$ cat src/rtl/ssl_pkg.sv
// shared types and constants for the segment stream lexer
`default_nettype none

package ssl_pkg;

	// one result beat of the lexer
	typedef struct packed {
		logic        segment_end;
		logic        is_fixed;
		logic        is_variable;
		logic        id_known;
		logic        length_known;
		logic        in_data;
		logic [15:0] char_code;
		logic [7:0]  seg_id_out;
		logic [31:0] seg_length_out;
	} seg_result_t;

	// bit positions in the segment flag vector
	localparam int unsigned FlagFixed    = 0;
	localparam int unsigned FlagVariable = 1;
	localparam int unsigned FlagId       = 2;
	localparam int unsigned FlagLength   = 3;
	localparam int unsigned FlagData     = 4;
	localparam int unsigned FlagCount    = 5;

	localparam logic [7:0]  EscByte     = 8'hFF;
	localparam logic [7:0]  VarIdMask   = 8'h80;
	localparam logic [15:0] LongLenEsc  = 16'hFFFF;

endpackage

`default_nettype wire

$ cat src/rtl/ssl_if.sv
// valid/ready channel interfaces for the byte input and the result output
`default_nettype none

interface ssl_byte_if;
	logic       valid;
	logic       ready;
	logic [7:0] data_byte;

	modport source (output valid, output data_byte, input ready);
	modport sink (input valid, input data_byte, output ready);
endinterface

interface ssl_result_if;
	logic                valid;
	logic                ready;
	ssl_pkg::seg_result_t data;

	modport source (output valid, output data, input ready);
	modport sink (input valid, input data, output ready);
endinterface

`default_nettype wire

$ cat src/rtl/segment_stream_lexer.sv
// Byte-serial lexer for a little-endian segmented document stream. One byte is
// taken per beat and every byte yields exactly one result beat, which appears in
// the output register on the cycle after the byte is accepted. The parser state
// and the result register both update on the accepting clock edge, so a new byte
// is accepted in every cycle while the result register is empty or its beat is
// being taken; the sustained rate is one byte per clock while the output does not
// stall. The longest path is the 32-bit increment and compare of the payload byte counter.
`default_nettype none

module segment_stream_lexer (
	input  wire              clk,
	input  wire              arst_n,
	ssl_byte_if.sink         bytes,
	ssl_result_if.source     results
);

	typedef enum logic [3:0] {
		PH_ID     = 4'd0,
		PH_SECOND = 4'd1,
		PH_SLEN0  = 4'd2,
		PH_SLEN1  = 4'd3,
		PH_LLEN0  = 4'd4,
		PH_LLEN1  = 4'd5,
		PH_LLEN2  = 4'd6,
		PH_LLEN3  = 4'd7,
		PH_DATA   = 4'd8
	} phase_t;

	phase_t                         phase_q, phase_d;
	logic [7:0]                     held_id_q, held_id_d;
	logic [31:0]                    pay_len_q, pay_len_d;
	logic [31:0]                    seen_q, seen_d;
	logic [ssl_pkg::FlagCount-1:0]  flags_q, flags_d;
	logic [15:0]                    last_char_q, last_char_d;
	logic [7:0]                     last_id_q, last_id_d;
	logic [31:0]                    last_len_q, last_len_d;
	logic                           seg_end_d;
	logic [15:0]                    short_len;
	logic [31:0]                    seen_inc;

	logic                           res_valid_q;
	ssl_pkg::seg_result_t           res_q, res_d;
	logic                           accept;

	// handshake: take a byte whenever the result register can be refilled
	assign bytes.ready   = !res_valid_q || results.ready;
	assign accept        = bytes.valid && bytes.ready;
	assign results.valid = res_valid_q;
	assign results.data  = res_q;

	assign short_len = {bytes.data_byte, pay_len_q[7:0]};
	assign seen_inc  = seen_q + 32'd1;

	// next parser state for the incoming byte
	always_comb begin
		phase_d     = phase_q;
		held_id_d   = held_id_q;
		pay_len_d   = pay_len_q;
		seen_d      = seen_q;
		flags_d     = flags_q;
		last_char_d = last_char_q;
		last_id_d   = last_id_q;
		last_len_d  = last_len_q;
		seg_end_d   = 1'b0;
		case (phase_q)
			PH_SECOND: begin
				if (bytes.data_byte == ssl_pkg::EscByte &&
				    (held_id_q & ssl_pkg::VarIdMask) == ssl_pkg::VarIdMask) begin
					phase_d                        = PH_SLEN0;
					flags_d                        = '0;
					flags_d[ssl_pkg::FlagVariable] = 1'b1;
					flags_d[ssl_pkg::FlagId]       = 1'b1;
					last_id_d                      = held_id_q;
				end else begin
					phase_d                     = PH_ID;
					seg_end_d                   = 1'b1;
					flags_d                     = '0;
					flags_d[ssl_pkg::FlagFixed] = 1'b1;
					last_char_d                 = {bytes.data_byte, held_id_q};
				end
			end
			PH_SLEN0: begin
				pay_len_d = {24'd0, bytes.data_byte};
				phase_d   = PH_SLEN1;
			end
			PH_SLEN1: begin
				pay_len_d = {16'd0, short_len};
				if (short_len == 16'd0) begin
					// empty segment ends on its last length byte
					phase_d                      = PH_ID;
					seg_end_d                    = 1'b1;
					flags_d[ssl_pkg::FlagLength] = 1'b1;
					last_id_d                    = held_id_q;
					last_len_d                   = '0;
				end else if (short_len == ssl_pkg::LongLenEsc) begin
					phase_d = PH_LLEN0;
				end else begin
					phase_d                      = PH_DATA;
					seen_d                       = '0;
					flags_d[ssl_pkg::FlagLength] = 1'b1;
					last_id_d                    = held_id_q;
					last_len_d                   = {16'd0, short_len};
				end
			end
			PH_LLEN0: begin
				pay_len_d = {24'd0, bytes.data_byte};
				phase_d   = PH_LLEN1;
			end
			PH_LLEN1: begin
				pay_len_d[15:8] = bytes.data_byte;
				phase_d         = PH_LLEN2;
			end
			PH_LLEN2: begin
				pay_len_d[23:16] = bytes.data_byte;
				phase_d          = PH_LLEN3;
			end
			PH_LLEN3: begin
				pay_len_d[31:24]             = bytes.data_byte;
				phase_d                      = PH_DATA;
				seen_d                       = '0;
				flags_d[ssl_pkg::FlagLength] = 1'b1;
				last_id_d                    = held_id_q;
				last_len_d                   = {bytes.data_byte, pay_len_q[23:0]};
			end
			PH_DATA: begin
				// a zero long length wraps the counter before it matches
				flags_d[ssl_pkg::FlagData] = 1'b1;
				seen_d                     = seen_inc;
				if (seen_inc == pay_len_q) begin
					phase_d   = PH_ID;
					seg_end_d = 1'b1;
				end
			end
			default: begin
				held_id_d = bytes.data_byte;
				phase_d   = PH_SECOND;
				flags_d   = '0;
			end
		endcase
	end

	// result fields, masked by the flags they depend on
	always_comb begin
		res_d.segment_end    = seg_end_d;
		res_d.is_fixed       = flags_d[ssl_pkg::FlagFixed];
		res_d.is_variable    = flags_d[ssl_pkg::FlagVariable];
		res_d.id_known       = flags_d[ssl_pkg::FlagId];
		res_d.length_known   = flags_d[ssl_pkg::FlagLength];
		res_d.in_data        = flags_d[ssl_pkg::FlagData];
		res_d.char_code      = flags_d[ssl_pkg::FlagFixed] ? last_char_d : '0;
		res_d.seg_id_out     = flags_d[ssl_pkg::FlagId] ? last_id_d : '0;
		res_d.seg_length_out = flags_d[ssl_pkg::FlagLength] ? last_len_d : '0;
	end

	// parser state
	always_ff @(posedge clk or negedge arst_n) begin
		if (!arst_n) begin
			phase_q     <= PH_ID;
			held_id_q   <= '0;
			pay_len_q   <= '0;
			seen_q      <= '0;
			flags_q     <= '0;
			last_char_q <= '0;
			last_id_q   <= '0;
			last_len_q  <= '0;
		end else if (accept) begin
			phase_q     <= phase_d;
			held_id_q   <= held_id_d;
			pay_len_q   <= pay_len_d;
			seen_q      <= seen_d;
			flags_q     <= flags_d;
			last_char_q <= last_char_d;
			last_id_q   <= last_id_d;
			last_len_q  <= last_len_d;
		end
	end

	// result valid
	always_ff @(posedge clk or negedge arst_n) begin
		if (!arst_n) begin
			res_valid_q <= 1'b0;
		end else if (accept) begin
			res_valid_q <= 1'b1;
		end else if (results.ready) begin
			res_valid_q <= 1'b0;
		end
	end

	// result payload
	always_ff @(posedge clk) begin
		if (accept) begin
			res_q <= res_d;
		end
	end

	// every accepted byte shows up as a result beat on the next cycle
	a_accept_gives_beat: assert property (@(posedge clk) disable iff (!arst_n)
		accept |=> results.valid)
		else $error("accepted byte produced no result beat");

	// a segment is never both fixed and variable
	a_kind_exclusive: assert property (@(posedge clk) disable iff (!arst_n)
		results.valid |-> !(results.data.is_fixed && results.data.is_variable))
		else $error("segment flagged both fixed and variable");

	// payload bytes only appear after the length is known
	a_data_needs_length: assert property (@(posedge clk) disable iff (!arst_n)
		results.valid && results.data.in_data |-> results.data.length_known)
		else $error("payload byte reported before length known");

	// in the payload phase the length and variable flags are always set
	a_data_phase_length: assert property (@(posedge clk) disable iff (!arst_n)
		phase_q == PH_DATA |-> flags_q[ssl_pkg::FlagLength] && flags_q[ssl_pkg::FlagVariable])
		else $error("payload phase without variable length segment");

endmodule

`default_nettype wire
$ cat src/flat_wrapper.sv
// flat-port wrapper written by rule: the top's interface ports become plain ports
module segment_stream_lexer_flat 
  (clk, arst_n, bytes_valid, bytes_data_byte, bytes_ready, results_valid, results_data, results_ready);
  ssl_byte_if bytes_i ();
  ssl_result_if results_i ();
  input  wire clk;
  input  wire arst_n;
  input wire logic [$bits(bytes_i.valid)-1:0] bytes_valid;
  input wire logic [$bits(bytes_i.data_byte)-1:0] bytes_data_byte;
  output wire logic [$bits(bytes_i.ready)-1:0] bytes_ready;
  output wire logic [$bits(results_i.valid)-1:0] results_valid;
  output wire logic [$bits(results_i.data)-1:0] results_data;
  input wire logic [$bits(results_i.ready)-1:0] results_ready;
  assign bytes_i.valid = bytes_valid;
  assign bytes_i.data_byte = bytes_data_byte;
  assign bytes_ready = bytes_i.ready;
  assign results_valid = results_i.valid;
  assign results_data = results_i.data;
  assign results_i.ready = results_ready;
  segment_stream_lexer u_core (.clk(clk), .arst_n(arst_n), .bytes(bytes_i), .results(results_i));
endmodule
$ cat config.mk
export PLATFORM = sky130hd
export DESIGN_NAME = segment_stream_lexer_flat
export DESIGN_NICKNAME = d
export VERILOG_FILES = /design/src/rtl/ssl_pkg.sv /design/src/rtl/ssl_if.sv /design/src/rtl/segment_stream_lexer.sv /design/src/flat_wrapper.sv
export SDC_FILE = /design/constraint.sdc
export NUM_CORES = 1
export LEC_CHECK = 0
export ABC_AREA = 1
export ABC_CLOCK_PERIOD_IN_PS = 2900
export BUFFER_PORTS_ARGS = -buffer_cell sky130_fd_sc_hd__buf_2
export CAP_MARGIN = 20
export CORE_UTILIZATION = 55
export CTS_CLUSTER_DIAMETER = 30
export DETAILED_ROUTE_END_ITERATION = 6
export GPL_TIMING_DRIVEN = 0
export PLACE_DENSITY = 0.79
export SLEW_MARGIN = 5
export SYNTH_ARGS = -nofsm -noshare
export SYNTH_HDL_FRONTEND = slang
export SYNTH_SLANG_ARGS = --single-unit
$ cat constraint.sdc
create_clock -name clk -period 2.9 [get_ports clk]
set_input_delay 0.145 -clock clk [delete_from_list [all_inputs] [get_ports clk]]
set_output_delay 0.145 -clock clk [all_outputs]
set_load 0.01 [all_outputs]
==> results of run 1 <==
[cell families (layout without fill, tap and decap cells)]
kind of cell	after synthesis	after routing	synth area share
buffers and inverters	221	331	0.08526
and+or+nand+nor	606	606	0.2635
adders and majority gates	1	1	0.001254
AOI/OAI and AO/OA	195	195	0.1086
DFF	200	200	0.5326
muxes	7	7	0.007021
xor gates and xnor gates	2	2	0.001756
[final timing paths]
kind,from,endpoint,cells after the start
max in group asynchronous,arst_n,u_core.last_len_q[3]$_DFFE_PN0P_,3
hold reg to reg,u_core.last_char_q[10]$_DFFE_PN0P_,u_core.last_char_q[10]$_DFFE_PN0P_,2
setup / recovery,u_core.pay_len_q[5]$_DFFE_PN0P_,u_core.results.data[28]$_SDFFCE_PN0P_,8
hold / removal,bytes_data_byte[0],u_core.pay_len_q[0]$_DFFE_PN0P_,3
min in group asynchronous,arst_n,u_core.pay_len_q[25]$_DFFE_PN0P_,2
setup reg to reg,u_core.pay_len_q[5]$_DFFE_PN0P_,u_core.results.data[28]$_SDFFCE_PN0P_,8
[repair_timing]
action | in CTS | in global routing
buffers inserted | 0 | 0
hold buffers | 2 | 0
hold endpoints to repair | 83 | 0
[registers in the layout, indices dropped and copies added (netlist names), 4 cells and up]
name	cells
u_core.results.data	62
u_core.phase_q	4
u_core.last_len_q	32
u_core.flags_q	5
u_core.pay_len_q	32
u_core.last_char_q	16
u_core.held_id_q	8
u_core.last_id_q	8
u_core.seen_q	32
[critical path: stages (launching register included)]
cell and delay [ns]:
sky130_fd_sc_hd__dfrtp_1 0.49, sky130_fd_sc_hd__inv_1 0.14, sky130_fd_sc_hd__nor4_1 0.44, sky130_fd_sc_hd__nand4_1 0.19, sky130_fd_sc_hd__nand2_1 0.35, sky130_fd_sc_hd__o21ai_1 0.31, sky130_fd_sc_hd__buf_2 0.27, sky130_fd_sc_hd__o21ai_0 0.12
sky130_fd_sc_hd__inv_1 0.08
[routing by layer]
metal	wire length, µm	share of wire	track usage	vias up
met3	2307	0.083	0.07111	81
met1	11150	0.40	0.4010	4304
met4	1223	0.044	0.1556	0
met2	13100	0.47	0.4997	433
li1	-	-	-	4205
met5	0	0	0	-
[final cells by class]
class,count,area (µm²)
plain buffers,33,147.6
clock buffers,17,425.4
clock inverters,15,200.2
fillers,1455,6218
inverters,188,705.7
multi-input cells,811,3814
flip-flops and latches,200,5315
well taps,225,281.5
repair buffers,78,429.2
[placed cells by master, fill, tap and decap left out, types with 2 or more instances in the layout]
cell / Yosys / layout
sky130_fd_sc_hd__clkbuf_1: 16 / 16
sky130_fd_sc_hd__nor2_4: 5 / 5
sky130_fd_sc_hd__dlygate4sd3_1: 0 / 2
sky130_fd_sc_hd__a21oi_1: 3 / 3
sky130_fd_sc_hd__nor4_1: 3 / 3
sky130_fd_sc_hd__inv_6: 0 / 3
sky130_fd_sc_hd__nor2_8: 4 / 4
sky130_fd_sc_hd__and2_1: 2 / 2
sky130_fd_sc_hd__inv_2: 5 / 5
sky130_fd_sc_hd__nand2_1: 361 / 361
sky130_fd_sc_hd__mux2i_1: 7 / 7
sky130_fd_sc_hd__clkinv_8: 0 / 7
sky130_fd_sc_hd__o211ai_1: 2 / 2
sky130_fd_sc_hd__o21bai_1: 2 / 2
sky130_fd_sc_hd__nand4_1: 15 / 15
sky130_fd_sc_hd__inv_8: 0 / 2
sky130_fd_sc_hd__nand2_4: 5 / 5
sky130_fd_sc_hd__nand3_2: 4 / 4
sky130_fd_sc_hd__nor2_1: 105 / 105
sky130_fd_sc_hd__edfxtp_1: 62 / 62
sky130_fd_sc_hd__dfrtp_1: 138 / 138
sky130_fd_sc_hd__o21ai_1: 10 / 10
sky130_fd_sc_hd__clkbuf_16: 0 / 17
sky130_fd_sc_hd__nand3_1: 92 / 92
sky130_fd_sc_hd__nand2_2: 3 / 3
sky130_fd_sc_hd__o22ai_1: 62 / 62
sky130_fd_sc_hd__buf_2: 17 / 90
sky130_fd_sc_hd__nor2_2: 2 / 2
sky130_fd_sc_hd__clkinv_1: 3 / 3
sky130_fd_sc_hd__inv_1: 180 / 180
sky130_fd_sc_hd__inv_12: 0 / 2
sky130_fd_sc_hd__o21ai_0: 110 / 110
sky130_fd_sc_hd__nor3_1: 3 / 3
[per-stage QoR]
step / setup WS [ns] / TNS (ns) / hold slack [ns] / util / power [mW]
2_1_floorplan: 0.7609 / 0 / -0.1506 / - / 4.314
3_3_place_gp: -0.3858 / -52.15 / 0.4353 / 0.6065 / 4.716
3_5_place_dp: 0.3416 / 0 / 0.2771 / 0.6086 / 4.767
4_1_cts: 0.3111 / 0 / 0.2030 / 0.6454 / 7.198
5_1_grt: 0.07924 / 0 / 0.2298 / 0.6454 / 7.485
6_report: 0.2452 / 0 / 0.2246 / 0.6454 / 7.201
[report_power, final]
| part | leakage [nW] | internal (mW) | switching (mW) |
|---|---|---|---|
| clock network | 0.302 | 1.19 | 1.27 |
| registers | 2.10 | 3.23 | 0.187 |
| logic | 3.55 | 0.409 | 0.912 |
| total | 5.95 | 4.83 | 2.37 |
==> reports/results.ini, run 1 <==
[grt]
number_of_antenna_violations_at_the_first_check_in_global_routing = 0
grt_start_max_net_pins = 84
wire_length_of_the_first_global_routing_pass_um = 43250
gr-total-overflow = 0
aggregate_global_route_resource_usage = 0.3129
first_global_vias = 8404

[sta]
final_hold_viol_count = 0
maxSlewViolCount = 0
rsz0062_at_grt = false
skew_ns = 0.01431
max_slew.worst_pin.slew_ns = 0.8877
timing.max_slew.rel_slack = 0.4082
finalWorstPathRequiredPeriod_ns = 2.655
layout_worst_path_cycle_share = 0.9155
final-setup-viol-count = 0
fmax_mhz = 376.7

[detailed_routing]
ant_nets = 0
detail_route.iter0.violations = 1011
drt-pass1-iter-count = 5
routed-via-count = 9023
wl_per_cell_um = 17.72
via_to_cell_ratio = 5.758
drc = 0
route.final.wire_length_um = 27770

[logic_synthesis]
synthTopCellsByCount = sky130_fd_sc_hd__nand2_1, sky130_fd_sc_hd__inv_1, sky130_fd_sc_hd__dfrtp_1
synth_cell_types = 38
synthesis.yosys.warnings = 0
synthesis.instances = 1232
most_instantiated_flip_flop_cell_in_the_synthesis_netlist = sky130_fd_sc_hd__dfrtp_1
synth.most_common_cell = sky130_fd_sc_hd__nand2_1
synth_top_cell_area_share = 0.3460
avgSynthCellArea_um2 = 8.100
synth-edff-count = 62
ys_seq_area_frac = 0.5326
postSynthNetCount = 1245
synth-seq-cells = 200
synthTopCellsByArea = sky130_fd_sc_hd__dfrtp_1, sky130_fd_sc_hd__edfxtp_1, sky130_fd_sc_hd__nand2_1, sky130_fd_sc_hd__inv_1, sky130_fd_sc_hd__o21ai_0
synthDominantAreaCellType = sky130_fd_sc_hd__dfrtp_1
synth-async-reset-ratio = 0.6900
mappedNetlistArea_mm2 = 0.009980

[floorplan]
initial_core_util = 0.5691
fp.dieH_um = 136.7
num_rows = 48
num_io_pins = 76
fp.coreArea_mm2 = 0.01754
die-width_um = 136.7
die-area_mm2 = 0.01869

[finish]
antenna_diode_count = 0
final_area_mm2 = 0.01132
share_of_post_route_cells_with_drive_strength_above_1 = 0.1162
layout.nets = 1342
flow.area_growth_from_synthesis_pct = 13.42
finalNonFillerCells = 1567

[clocking]
clk_lat_worst_skew_ns = 0.46
cts_tree = built
clock_path_buffers = 2
cts_resized = 0
cts-buffers-inserted = 17
clkTransAtPathRegs_ns = 0.08
ctsHtreeMaxLevel = 4
clock_sink_count = 200
clock_tree.root_cell = sky130_fd_sc_hd__clkbuf_16

[place]
place.detailed.hpwl_um = 19930
io_buffers = 75
place_inst = 1533
placedInstanceArea_mm2 = 0.01067
gp_congestion = 0.9503

[flow_run]
max_cap_violations = 0

[worst_setup_path]
kind_of_end_point_of_the_critical_path = flip-flop
setup.worst_path.start_class = flip-flop
worstPathArrival_ns = 2.85
regToRegSetupSlack_ns = 0.25
worst-setup-path-type = reg -> reg
critPathRequiredTime_ns = 3.09
path_max_fanout = 10

[status]
outcome = complete, no violations

[pwr]
power_density_mw_per_mm2 = 636.3
max-vdd-ir-drop_v = 0.0004982
leakagePower_nw = 5.955

[worst_hold_path]
worst_hold_path_type = in -> reg

(Power assumes the default switching activity.)
==> run 2: changes to the inputs <==
CORE_ASPECT_RATIO = 1.4   (was unset)
==> run 2 against run 1 <==
  * Sequential power barely moved
  * Critical path type unchanged
  * Clock skew fell by 0.0037 ns
  * Cell count rose by 0.70%
==> reports/results.ini, run 2 (synthesis gave the netlist of run 1 again) <==
[grt]
gr-total-overflow = 0  ; unchanged
grt_start_max_net_pins = 72  ; -14%
wire_length_of_the_first_global_routing_pass_um = 45190  ; +4.5%
aggregate_global_route_resource_usage = 0.3279  ; +0.01500
number_of_antenna_violations_at_the_first_check_in_global_routing = 0  ; unchanged
first_global_vias = 8593  ; +2.2%

[sta]
max_slew.worst_pin.slew_ns = 0.9250  ; +0.03731 ns
final_hold_viol_count = 0  ; unchanged
layout_setup_ws_ns = 0.1770  ; -0.06815 ns
timing.max_slew.rel_slack = 0.3806  ; -0.02759
rsz0062_at_grt = false
setup-tns-final_ns = 0  ; unchanged
whs_ns = 0.2229  ; -0.001640 ns
maxSlewViolCount = 0  ; unchanged
skew_ns = 0.01061  ; -0.003699 ns
finalWorstPathRequiredPeriod_ns = 2.723  ; +0.06815 ns
final-setup-viol-count = 0  ; unchanged
fmax_mhz = 367.2  ; -2.5%
layout_worst_path_cycle_share = 0.9390  ; +0.02350

[finish]
final_common_cell = sky130_fd_sc_hd__nand2_1
share_of_post_route_cells_with_drive_strength_above_1 = 0.1155  ; -0.0007452
final_area_mm2 = 0.01130  ; -0.16%
flow.area_growth_from_synthesis_pct = 13.24
layout.nets = 1342  ; unchanged
layout.cells.most_common_list = sky130_fd_sc_hd__nand2_1, sky130_fd_sc_hd__inv_1, sky130_fd_sc_hd__dfrtp_1
antenna_diode_count = 0  ; unchanged
max_reg_flops = 62  ; unchanged
finalNonFillerCells = 1578  ; +0.70%
finish.utilization = 0.6441  ; -0.001274

[worst_setup_path]
path_max_fanout = 10  ; unchanged
timing.critical_path.mode_cell = sky130_fd_sc_hd__inv_1
path_depth = 8  ; unchanged
critPathRequiredTime_ns = 3.09  ; about the same
worst-setup-path-type = reg -> reg
timing.critical_path.max_delay_family = simple AND/OR/NAND/NOR gates
kind_of_end_point_of_the_critical_path = flip-flop
setup.worst_path.start_class = flip-flop
critPathBufInv = 3  ; unchanged
worstSetupStartpoint = u_core.pay_len_q[5]$_DFFE_PN0P_
regToRegSetupSlack_ns = 0.18  ; -0.07 ns
setup.worst_path.end = u_core.results.data[26]$_SDFFCE_PN0P_
highest_cell_delay_on_the_worst_timing_path_ns = 0.45  ; -0.04 ns
crit_path_cell_trace = inv_1, nor4_1, nand4_1, nand2_1, o21ai_1, buf_2, o21ai_0, inv_1
rr_endpoint = u_core.results.data[26]$_SDFFCE_PN0P_
worstPathArrival_ns = 2.91  ; +0.06 ns
timing.critical_path.slowest_stage_cell = sky130_fd_sc_hd__dfrtp_1
r2r_cells = 8  ; unchanged
crit-reg2reg-launch = u_core.pay_len_q[5]$_DFFE_PN0P_

[clocking]
cts_resized = 0  ; unchanged
post-cts-setup-buffers = 0  ; unchanged
cts_tree = built
clock_path_buffers = 2  ; unchanged
hold_buffers = 2  ; unchanged
clk_lat_worst_skew_ns = 0.45  ; about the same
clock_tree.root_cell = sky130_fd_sc_hd__clkbuf_16
clock_sink_count = 200  ; unchanged
cts-buffers-inserted = 17  ; unchanged
clkTransAtPathRegs_ns = 0.07  ; about the same
ctsHtreeMaxLevel = 4  ; unchanged

[pwr]
switching_share = 0.3159  ; -0.01351
max-vdd-ir-drop_v = 0.0004173  ; -16%
power_density_mw_per_mm2 = 633.2  ; -0.49%
power.net_switching_mw = 2.261  ; -4.7%
p_comb_frac = 0.183  ; about the same
power.clock.fraction = 0.338  ; -0.004
internal_power_mw = 4.895  ; +1.4%
leakagePower_nw = 5.941  ; -0.23%
power.sequential.fraction = 0.479  ; +0.004
post-layout-total-power_mw = 7.155  ; -0.64%

[floorplan]
fp.coreArea_mm2 = 0.01754  ; about the same
die-area_mm2 = 0.01870  ; about the same
num_rows = 57  ; +19%
fp.dieH_um = 161.4  ; +18%
initial_core_util = 0.5688  ; about the same
num_io_pins = 76  ; unchanged
die-width_um = 115.8  ; -15%

[place]
gp_congestion = 0.9333  ; -1.8%
place_inst = 1544  ; +0.72%
placedInstanceArea_mm2 = 0.01069  ; +0.13%
place.detailed.hpwl_um = 20820  ; +4.5%
io_buffers = 75  ; unchanged
pre_cts_ws_ns = 0.2542  ; -0.08738 ns

[detailed_routing]
route.final.wire_length_um = 28540  ; +2.8%
wl_per_cell_um = 18.09  ; +2.0%
via_to_cell_ratio = 5.594  ; -2.8%
drt-pass1-iter-count = 5  ; unchanged
ant_nets = 0  ; unchanged
drc = 0  ; unchanged
detail_route.iter0.violations = 679  ; -33%
routed-via-count = 8828  ; -2.2%

[status]
outcome = complete, no violations

[flow_run]
max_cap_violations = 0  ; unchanged

[worst_hold_path]
worst_hold_path_type = in -> reg

[run 2: power groups by stage]
| stage | registers, mW | logic (mW) | clock network (mW) |
|---|---|---|---|
| after floorplan | 3.46 | 0.855 | 0 |
| after global placement | 3.47 | 1.26 | 0 |
| after detailed placement | 3.47 | 1.30 | 0 |
| after CTS | 3.42 | 1.31 | 2.43 |
| after global routing | 3.45 | 1.48 | 2.54 |
| final | 3.43 | 1.31 | 2.42 |
[run 2: routing by layer]
metal  wire, µm  track usage  up-vias
met4       1929       0.2179        0
li1           -            -     4198
met1      10410       0.3800     4180
met5          0            0        -
met2      14590       0.5538      350
met3       1607      0.05291      100
[run 2: final cells by class]
class,instances,area [µm²]
fill,1559,6243
sequential,200,5315
multi-input combinational,811,3814
inverter,188,705.7
clock buffer,19,442.9
timing repair buffer,78,429.2
tap,236,295.3
clock inverter,13,151.4
buffer,33,147.6
[run 2: how the worst min path moves through the flow]
stage	start	depth (start not counted)	slack, ns	end
after floorplan	arst_n	0	-0.15	u_core.flags_q[0]$_DFFE_PN0P_
after global placement	results_ready	4	0.43	u_core.results.valid$_DFFE_PN0P_
after detailed placement	arst_n	1	0.21	u_core.last_char_q[10]$_DFFE_PN0P_
after CTS	bytes_data_byte[6]	3	0.19	u_core.pay_len_q[6]$_DFFE_PN0P_
after global routing	bytes_data_byte[6]	3	0.24	u_core.pay_len_q[22]$_DFFE_PN0P_
final	bytes_data_byte[3]	3	0.22	u_core.last_len_q[11]$_DFFE_PN0P_
[run 2: worst reg2reg max path, cell delays in order (launching register included)]
cell and delay (ns):
sky130_fd_sc_hd__dfrtp_1 0.45, sky130_fd_sc_hd__inv_1 0.13, sky130_fd_sc_hd__nor4_1 0.45, sky130_fd_sc_hd__nand4_1 0.23, sky130_fd_sc_hd__nand2_1 0.35, sky130_fd_sc_hd__o21ai_1 0.33
sky130_fd_sc_hd__buf_2 0.29, sky130_fd_sc_hd__o21ai_0 0.16, sky130_fd_sc_hd__inv_1 0.07
